==> config.mk <==
export PLATFORM = sky130hd
export DESIGN_NAME = gbf_pixel_map
export DESIGN_NICKNAME = d
export VERILOG_FILES = /design/src/sv/gbf_pkg.sv /design/src/sv/gbf_pixel_map.sv
export SDC_FILE = /design/constraint.sdc
export NUM_CORES = 1
export LEC_CHECK = 0
export CELL_PAD_IN_SITES_DETAIL_PLACEMENT = 1
export CELL_PAD_IN_SITES_GLOBAL_PLACEMENT = 1
export CORE_AREA = 2 2 39 41
export DETAILED_ROUTE_END_ITERATION = 16
export DIE_AREA = 0 0 41 43
export DONT_BUFFER_PORTS = 1
export PLACE_DENSITY = 0.38
export RECOVER_POWER = 50
export SLEW_MARGIN = 20
export SYNTH_ARGS = -nofsm -noshare
export SYNTH_HDL_FRONTEND = slang
export SYNTH_SLANG_ARGS = --single-unit
==> constraint.sdc <==
create_clock -name vclk -period 1.65
set_input_delay 0.165 -clock vclk [all_inputs]
set_output_delay 0.165 -clock vclk [all_outputs]
set_load 0.05 [all_outputs]
==> src/sv/gbf_pkg.sv <==
`timescale 1ns / 1ps
`default_nettype none

package gbf_pkg;

  // Frame store geometry
  localparam int STORE_DEPTH = 512;
  localparam int ADDR_W      = 9;
  localparam int PAGE_ROWS   = 8;
  localparam logic [7:0] FULL_BYTE = 8'hFF;

  // Operation codes carried on func
  typedef enum logic [1:0] {
    FUNC_CLEAR = 2'd0,
    FUNC_PLOT  = 2'd1,
    FUNC_LOAD  = 2'd2,
    FUNC_READ  = 2'd3
  } func_t;

  // Sequencer states
  typedef enum logic [2:0] {
    S_CLEAR,
    S_IDLE,
    S_PLOT_RD,
    S_PLOT_WR,
    S_READ,
    S_FINISH
  } state_t;

  // Result of mapping one pixel onto the frame store
  typedef struct packed {
    logic              inb;
    logic [ADDR_W-1:0] addr;
    logic [7:0]        mask;
  } pix_map_t;

endpackage

`default_nettype wire

==> src/sv/gbf_pixel_map.sv <==
`timescale 1ns / 1ps
`default_nettype none

module gbf_pixel_map import gbf_pkg::*; #(
  parameter int SCREEN_WIDTH  = 128,
  parameter int SCREEN_HEIGHT = 32
) (
  input  wire logic signed [9:0] x,
  input  wire logic signed [8:0] y,
  output pix_map_t               map
);

  logic [8:0]  x_u;
  logic [7:0]  y_u;
  logic        x_ok;
  logic        y_ok;
  logic [15:0] idx;

  // Bounds check on both axes, then page-ordered byte address
  always_comb begin
    x_u  = x[8:0];
    y_u  = y[7:0];
    x_ok = !x[9] && ({1'b0, x_u} < 10'(SCREEN_WIDTH));
    y_ok = !y[8] && ({1'b0, y_u} < 9'(SCREEN_HEIGHT));
    idx  = 16'(x_u) + 16'(y_u[7:3]) * 16'(SCREEN_WIDTH);
    map.inb  = x_ok && y_ok && (idx < 16'(STORE_DEPTH));
    map.addr = idx[ADDR_W-1:0];
    map.mask = 8'(1) << y_u[2:0];
  end

endmodule

`default_nettype wire

# Yosys cells after proc, flatten, opt, wreduce, memory -nomap -nowiden
# Cells that the tools add are included.
# op_classes
n_reduce_logical,6
add_sub_neg,1
n_lt_le_gt_ge,3
shifts,1
# op_table
cell,count
$add A9 B12 Y13,1
$lt A13 B10 Y1 const B,1
$lt A9 B8 Y1 const B,1
$lt A8 B6 Y1 const B,1
$shl A1 B3 Y8 const A,1
$logic_and A1 B1 Y1,4
$logic_not A1 Y1,2
# totals
reg_bits,0
wordCells,11
inputBits,19
output_inout_bits,18

# Depth between registers and ports, before layout
# Gate-level depths: netlist of the first run.
# depth
ltp_word,4
depth_mapped,4
mapped_depth_nobuf,4

# Worst setup path after synthesis of the first run
# Ideal clock, no wire load.
# synth_timing
path_type,input to output
startpoint,input port y[1]
endpoint,output port map[1] (netlist name)
t_arrival_ns,1.323
path_buffers,0
required_ns,1.485
path_stages,1
path_slack_ns,0.162
cell_sequence,nor3b_1
# synth_via
elab_chain_len,1
# synth_lines
element,line,source
"start, declared",gbf_pixel_map.sv:9,"input wire logic signed [8:0] y,"
$shl A1 B3 Y8,gbf_pixel_map.sv:28,map.mask = 8'(1) << y_u[2:0];
"end, declared",gbf_pixel_map.sv:10,output pix_map_t map
# Every way passes these cells.

==> reports/summary.txt, run 1 <==
Aggregate global routing overflow: 0
Register area share after synthesis: 0%
Largest stage delay, worst path: 0.40 ns
Post-Syn Area: 179 µm²
Worst slack at placement: 0.342 ns
Final critical-path share of the clock period: 78.6%
VDD IR-drop max: 0.0716 mV
Die H: 43 µm
Vias in the first global route: 159
Max-slew violation count: 0
HPWL Detailed: 438 µm
Fillers: 171
Residual DRC: 0
WHS: 0.330 ns
Syn_nets: 46
Count leader, synth: buf_4
Initial core utilization: 12.9%
Finished Core Util: 13.8%
Endpoints failing setup: 0
Die width: 41 µm
PD cells: 406 nW/µm²
RSZ-0062 raised after global routing: no
Final GP Congestion: 0.581
Fin. Hold Viols: 0
IO Port Bufs: 0
Max_cap viols: 0
Leading post-synthesis cells by cell area: buf_4 29%, nor3b_1 13%, fa_1 11%, and3b_1 9.8%, inv_1 8.4%
Layout cell share with drive strength beyond 1: 26.1%
Min-delay src: x[4]
First-pass GRT wire length: 703 µm
Diodes inserted: 0
Hold path cells: 0
Critical-path top delay cell: fa_1
Top cells by count, synth: 7 x buf_4, 4 x inv_1, 3 x nor3b_1, 2 x and3b_1, 2 x nor2_1
Die Area: 1760 µm²
Via/cell ratio: 3.90
Total power: 0.0777 mW
Worst Hold Class: input pin to output port
LEAKAGE: 0.0942 nW
Crit-path max FO: 1
Cell variety after synth: 12
Most common cell on crit path: inv_1
CTS resizes: 0
Cell count after synthesis: 25
Net count, final: 46
Initial antenna violation count: 0
Cell chain of the critical path: ha_1 -> inv_1 -> fa_1 -> inv_1
Hold endpoint: map[12]
Core Region: 1380 µm²
Yosys top cell by area: buf_4
Top Ports: 37
FP Rows: 14
Routed WL per cell: 12.2 µm
Crit path capture type: output port
Overall global routing resource usage: 5.31%
Max-Slew Margin vs Limit: 59.3%
DR pass1 iterations: 2
Yosys warns: 0
Syn avg cell area: 7.16 µm²
CP required: 1.48 ns
Count of hold-fix buffers inserted at cts: 0
WL final: 475 µm
Largest net degree at the start of global routing: 9
FFs & Latches: 0
Tmin final: 1.30 ns
Sequential Area: 0 µm²
Clock buffers: 0
Synth top area share: 29.4%
Routed vias: 152
Synthesis-to-layout area growth: 6.99%
Iteration-0 DRC Markers: 1
DRT antenna net count: 0
Max Clock Freq: 0.771 GHz
WP data arrival: 1.13 ns
WS Path Type: input pin to output port
Fin Setup TNS: 0 ns
Crit path launch type: input pin
Pin slew with the least headroom to its limit: 0.613 ns
Setup slack after layout: 0.353 ns
Status: complete, no violations
Postcts setup bufs: 0
layout by cell type, fill, tap and decap left out:
cell type and count:
nor3_1 1, ha_1 1, inv_1 4, and4b_1 1, and3b_1 2, nor4_1 1
fa_1 1, nor2_1 2, clkbuf_1 2, nor3b_2 3, nand2_1 1, and3_1 1
buf_4 3
how the worst max path moves through the flow:
| stage | startpoint | to | slack (ns) | cells past startpoint |
|---|---|---|---|---|
| after global routing | y[3] | map[16] | 0.30 | 4 |
| final | y[3] | map[16] | 0.35 | 4 |
| after global placement | y[3] | map[16] | 0.37 | 4 |
| after floorplan | y[1] | map[1] | 0.16 | 1 |
| after CTS | y[3] | map[16] | 0.34 | 4 |
| after detailed placement | y[3] | map[16] | 0.34 | 4 |
metal layers:
| layer | GRT usage [%] | vias up | part of all wire (%) |
|---|---|---|---|
| met1 | 4.14 | 77 | 22 |
| met2 | 11.9 | 3 | 71 |
| met4 | 0.667 | 0 | 0 |
| li1 | - | 72 | - |
| met5 | 0 | - | 0 |
| met3 | 0.524 | 0 | 6.7 |
where the power goes:
part | switching (mW) | total, mW | internal [mW]
Clock | 0 | 0 | 0
Sequential | 0 | 0 | 0
Combinational | 0.0613 | 0.0777 | 0.0164
Total | 0.0613 | 0.0777 | 0.0164
logic make-up after synthesis:
group | share of synthesized area (%)
adder cells (fa/ha/maj) | 18.2
AND/OR/NAND/NOR | 44.1
buffers and inverters | 37.8
critical path: cells and delay by family:
| family | cells | cell delay, ns |
|---|---|---|
| adders and majority gates | 2 | 0.57 |
| buffers and inverters | 2 | 0.39 |
layout make-up:
type               count  area, µm²  share of cell area [%]
multi-input cells     14        126                    66.0
well taps             16       20.0                    10.5
repair buffers         5       30.0                    15.7
inverters              4       15.0                    7.84
per-stage QoR:
stage	instance area (µm²)	cells
final	191	39
after global routing	191	39
after CTS	199	39
after detailed placement	199	39
after global placement	199	39
after floorplan	179	25
Power figures use the tool's default switching activity.
==> inputs of run 2 (changes only) <==
--- a/config.mk
+++ b/config.mk
@@ -11,7 +11,7 @@
 export DETAILED_ROUTE_END_ITERATION = 16
 export DIE_AREA = 0 0 41 43
 export DONT_BUFFER_PORTS = 1
-export PLACE_DENSITY = 0.38
+export PLACE_DENSITY = 0.4
 export RECOVER_POWER = 50
 export SLEW_MARGIN = 20
 export SYNTH_ARGS = -nofsm -noshare
==> constraint.sdc (replaced) <==
create_clock -name vclk -period 1
set_input_delay 0.1 -clock vclk [all_inputs]
set_output_delay 0.1 -clock vclk [all_outputs]
set_load 0.05 [all_outputs]
==> run 2 against run 1 <==
The run now ends with negative setup slack left. Via count rose by 11%. Final cell count rose by 7.7%. Wire length increased by 14%. Clock-buffer cell count did not move. Final area up 29%. Global-route usage fell by 0.71 points. Core utilization grew 4.0 points. Die area unchanged. First-iteration DRC count increased to 5.0 times the previous value. Sequential share of layout area stayed put. Non-clock buffer count rose by 3. Worst setup slack lost 0.46 ns. Largest cell class unchanged. Largest power group unchanged.
==> reports/summary.txt, run 2 (synthesized netlist as in run 1, its figures left out) <==
LEAKAGE: 0.111 nW (+18%)
RSZ-0062 raised after global routing: yes
Failing checks: negative setup slack
Net count, final: 49 (+6.5%)
WL final: 543 µm (+14%)
Max_cap viols: 0 (unchanged)
First-pass GRT wire length: 621 µm (-12%)
FFs & Latches: 0 (unchanged)
Crit path capture type: output port
DR pass1 iterations: 4 (+2)
DRT antenna net count: 0 (unchanged)
WP data arrival: 1.01 ns (-0.12 ns)
VDD IR-drop max: 0.135 mV (+88%)
Core Region: 1380 µm² (unchanged)
Dpl cell area: 246 µm² (+24%)
FP Rows: 14 (unchanged)
Final critical-path share of the clock period: 111%
Clock buffers: 0 (unchanged)
Vias in the first global route: 126 (-21%)
IO Port Bufs: 0 (unchanged)
Total power: 0.156 mW (+100%)
Max-Slew Margin vs Limit: 83.3% (+24 points)
Crit path launch type: input pin
Final instance area: 246 µm² (+29%)
WS Path Type: input pin to output port
Initial antenna violation count: 0 (unchanged)
Die H: 43 µm (unchanged)
CTS resizes: 0 (unchanged)
Tmin final: 1.11 ns
Most common cell after layout, fill and taps aside: buf_4
Postcts setup bufs: 0 (unchanged)
Crit-path max FO: 1 (unchanged)
Overall global routing resource usage: 4.60% (-0.71 points)
Routed WL per cell: 12.9 µm (+6.2%)
Cell chain of the critical path: ha_4 -> inv_2 -> fa_1 -> clkinvlp_4
Diodes inserted: 0 (unchanged)
Hold path cells: 0 (unchanged)
Die width: 41 µm (unchanged)
HPWL Detailed: 505 µm (+15%)
Count of hold-fix buffers inserted at cts: 0 (unchanged)
Synthesis-to-layout area growth: 37.8%
Min-delay src: x[6]
Worst Hold Class: input pin to output port
Layout cell share with drive strength beyond 1: 61.5% (+35 points)
Most frequent cells in the layout: 8 x buf_4, 3 x nor3b_2, 2 x and3b_1, 2 x inv_1, 2 x nor2_1
Worst setup endpoint: map[16]
Die Area: 1760 µm² (unchanged)
Iteration-0 DRC Markers: 5 (+4)
Aggregate global routing overflow: 0 (unchanged)
Status: complete, but fails checks
CP required: 0.90 ns (-0.58 ns)
Endpoints failing setup: 1 (+1)
Max Clock Freq: 0.903 GHz
Sequential Area: 0 µm² (unchanged)
Initial core utilization: 12.9% (unchanged)
Largest net degree at the start of global routing: 9 (unchanged)
Largest stage delay, worst path: 0.52 ns (+0.12 ns)
Routed vias: 169 (+11%)
Fin. Hold Viols: 0 (unchanged)
Final GP Congestion: 0.620 (+6.7%)
Max-slew violation count: 0 (unchanged)
Critical-path top delay cell: fa_1
Via/cell ratio: 4.02 (+3.2%)
PD cells: 631 nW/µm² (+56%)
Residual DRC: 0 (unchanged)
Top Ports: 37 (unchanged)
Setup slack after layout: -0.107 ns (-0.460 ns)
CP Launch Point: y[3]
Pin slew with the least headroom to its limit: 0.249 ns (-0.364 ns)
[run 2: power breakdown]
part           internal [mW]  switching, mW
sequential                 0              0
combinational         0.0494          0.106
clock                      0              0
[run 2: layer usage]
metal / part of all wire, % / wire, µm / GRT usage, % / up-vias
met5: 0 / 0 / 0 / -
met4: 0 / 0 / 0 / 0
met3: 11 / 58 / 1.05 / 0
met2: 64 / 350 / 10.0 / 8
met1: 25 / 134 / 3.81 / 83
li1: - / - / - / 78
[run 2: worst min path at each step]
stage / end / slack [ns]
after floorplan: map[0] / 0.30
after global placement: map[14] / 0.20
after detailed placement: map[14] / 0.20
after CTS: map[14] / 0.20
after global routing: map[14] / 0.20
final: map[14] / 0.20
[run 2: layout make-up]
| class | count | area (µm²) |
|---|---|---|
| Fill cell | 173 | 1140 |
| Inverter | 4 | 18.8 |
| Multi-Input combinational cell | 14 | 148 |
| Tap cell | 16 | 20.0 |
| Timing Repair Buffer | 8 | 60.1 |
[run 2: worst max-delay path: cells and delay by family]
family	cells	cell delay, ns
adders and majority gates	2	0.63
buffers and inverters	2	0.28
[run 2: timing repair]
action                                  in CTS  in global routing
hold endpoints to repair                     0                  0
endpoints found under the setup margin       1                  1
pin swaps                                    1                  0
[run 2: per-stage QoR]
| step | hold WS [ns] | utilization (%) | worst slack [ns] | std cells | setup TNS (ns) |
|---|---|---|---|---|---|
| after floorplan | 0.295 | - | -0.123 | 25 | -0.123 |
| after global placement | 0.201 | 17.8 | -0.131 | 42 | -0.131 |
| after detailed placement | 0.201 | 17.8 | -0.141 | 42 | -0.141 |
| after CTS | 0.201 | 17.8 | -0.113 | 42 | -0.113 |
| after global routing | 0.200 | 17.8 | -0.117 | 42 | -0.117 |
| final | 0.200 | 17.8 | -0.107 | 42 | -0.107 |
==> inputs of run 3 (changes only) <==
--- a/config.mk
+++ b/config.mk
@@ -12,7 +12,7 @@
 export DIE_AREA = 0 0 41 43
 export DONT_BUFFER_PORTS = 1
 export PLACE_DENSITY = 0.4
-export RECOVER_POWER = 50
+export RECOVER_POWER = 100
 export SLEW_MARGIN = 20
 export SYNTH_ARGS = -nofsm -noshare
 export SYNTH_HDL_FRONTEND = slang
==> run 3 against run 2 <==
The flow still finishes with violations (negative setup slack). Final cell count did not move. Critical path depth did not move. Largest cell class unchanged. Non-clock buffer count did not move. Highest routed layer unchanged. First-iteration DRC count fell by 60%. Clock-buffer cell count did not move. Core utilization fell by 2.2 points. Die area did not move. Global-route usage did not move. Critical endpoint unchanged. Final area fell by 12%. Wire length rose by 0.37%. Hold slack did not move. Via count rose by 2.4%.
==> reports/summary.txt, run 3 (synthesized netlist as in run 1, its figures left out) <==
Largest net degree at the start of global routing: 9 (unchanged)
Max_cap viols: 0 (unchanged)
CP required: 0.90 ns (about the same)
Top Ports: 37 (unchanged)
Routed vias: 173 (+2.4%)
Fin cells: 42 (unchanged)
HPWL Detailed: 505 µm (unchanged)
Die width: 41 µm (unchanged)
Hold path cells: 0 (unchanged)
Crit path capture type: output port
Sequential Area: 0 µm² (unchanged)
Sw Share: 73.2% (+5.0 points)
Diodes inserted: 0 (unchanged)
Fin Setup TNS: -0.118 ns (-0.0115 ns)
WHS: 0.200 ns (unchanged)
First-pass GRT wire length: 621 µm (unchanged)
Overall global routing resource usage: 4.60% (unchanged)
LEAKAGE: 0.0869 nW (-22%)
DR pass1 iterations: 4 (unchanged)
Tmin final: 1.11 ns (+0.0000680 ns)
RSZ-0062 raised after global routing: yes
WP data arrival: 1.01 ns (about the same)
Via/cell ratio: 4.12 (+2.4%)
Max Clock Freq: 0.903 GHz (about the same)
FP Rows: 14 (unchanged)
Pin slew with the least headroom to its limit: 0.623 ns (+0.374 ns)
Total power: 0.145 mW (-7.1%)
Area occupied by multi-input gates: 145 µm² (-1.7%)
Core Region: 1380 µm² (unchanged)
Initial core utilization: 12.9% (unchanged)
WS Path Type: input pin to output port
Layout cell share with drive strength beyond 1: 38.5% (-23 points)
Die H: 43 µm (unchanged)
Fin. Hold Viols: 0 (unchanged)
Iteration-0 DRC Markers: 2 (-3)
WL final: 545 µm (+0.37%)
Final GP Congestion: 0.620 (unchanged)
Die Area: 1760 µm² (unchanged)
Net count, final: 49 (unchanged)
Net Sw Power: 0.106 mW (-0.38%)
Residual DRC: 0 (unchanged)
Finished Core Util: 15.6% (-2.2 points)
Placed Instances: 42 (unchanged)
Most frequent cells in the layout: 6 x clkbuf_1, 3 x nor3b_2
Part of the power in registers: 0% (unchanged)
Vias in the first global route: 126 (unchanged)
Aggregate global routing overflow: 0 (unchanged)
Routed WL per cell: 13.0 µm (+0.37%)
Failing checks: negative setup slack
Worst setup endpoint: map[16]
Initial antenna violation count: 0 (unchanged)
Status: complete, but fails checks
Synthesis-to-layout area growth: 21.0%
Endpoints failing setup: 2 (+1)
Worst Hold Class: input pin to output port
FFs & Latches: 0 (unchanged)
CP Launch Point: y[3]
Gate power share: 100.0% (about the same)
Clk network pwr share: 0% (unchanged)
DRT antenna net count: 0 (unchanged)
Final critical-path share of the clock period: 111% (about the same)
IO Port Bufs: 0 (unchanged)
Most common cell after layout, fill and taps aside: clkbuf_1
Setup slack after layout: -0.107 ns (-0.0000680 ns)
Crit path launch type: input pin
Max-Slew Margin vs Limit: 58.6% (-25 points)
Fillers: 178 (+2.9%)
VDD IR-drop max: 0.116 mV (-14%)
Max-slew violation count: 0 (unchanged)
Power Internal: 0.0387 mW (-22%)
Count of hold-fix buffers inserted at cts: 0 (unchanged)
Clock buffers: 0 (unchanged)
Crit-path max FO: 1 (unchanged)
PD cells: 668 nW/µm² (+5.8%)
==> run 3: changes by cell type in the layout (fill, tap and decap cells not counted), sizes merged <==
cell and delta:
buf -8, clkbuf +8
==> run 3: routing by layer <==
layer  up-vias  routed length [µm]  GRT usage, %
met2        10                 350          10.0
met1        84                 136          3.81
met3         0                  59          1.05
li1         79                   -             -
met5         -                   0             0
met4         0                   0             0
==> run 3: repair_timing <==
item | in CTS | in global routing
buffers inserted | 0 | 0
setup endpoints to repair | 1 | 1
gates resized for setup | 0 | 0
pin swaps | 1 | 0
==> run 3: metrics by stage <==
step                      setup WS, ns  cell area [µm²]
final                           -0.107              216
after floorplan                 -0.123              219
after CTS                       -0.113              246
after global routing            -0.117              216
after global placement          -0.131              246
after detailed placement        -0.141              246
==> run 3: power groups by stage <==
stage / registers [mW] / clock network (mW) / logic (mW)
floorplan: 0 / 0 / 0.208
global placement: 0 / 0 / 0.155
detailed placement: 0 / 0 / 0.157
CTS: 0 / 0 / 0.157
global route: 0 / 0 / 0.150
finish: 0 / 0 / 0.145
==> run 3: worst min-delay path by stage <==
stage	end	slack (ns)	from
after detailed placement	map[14]	0.20	x[6]
after CTS	map[14]	0.20	x[6]
after global placement	map[14]	0.20	x[6]
after floorplan	map[0]	0.30	y[2]
after global routing	map[14]	0.20	x[6]
final	map[14]	0.20	x[6]
==> run 3: layout make-up <==
class,instances,area share (%)
repair buffers,8,15.0
well taps,16,9.25
inverters,4,8.67
multi-input cells,14,67.1
==> run 3: worst max-delay path, stage by stage <==
cell        delay [ns]
ha_4              0.11
inv_2             0.03
fa_1              0.52
clkinvlp_4        0.25
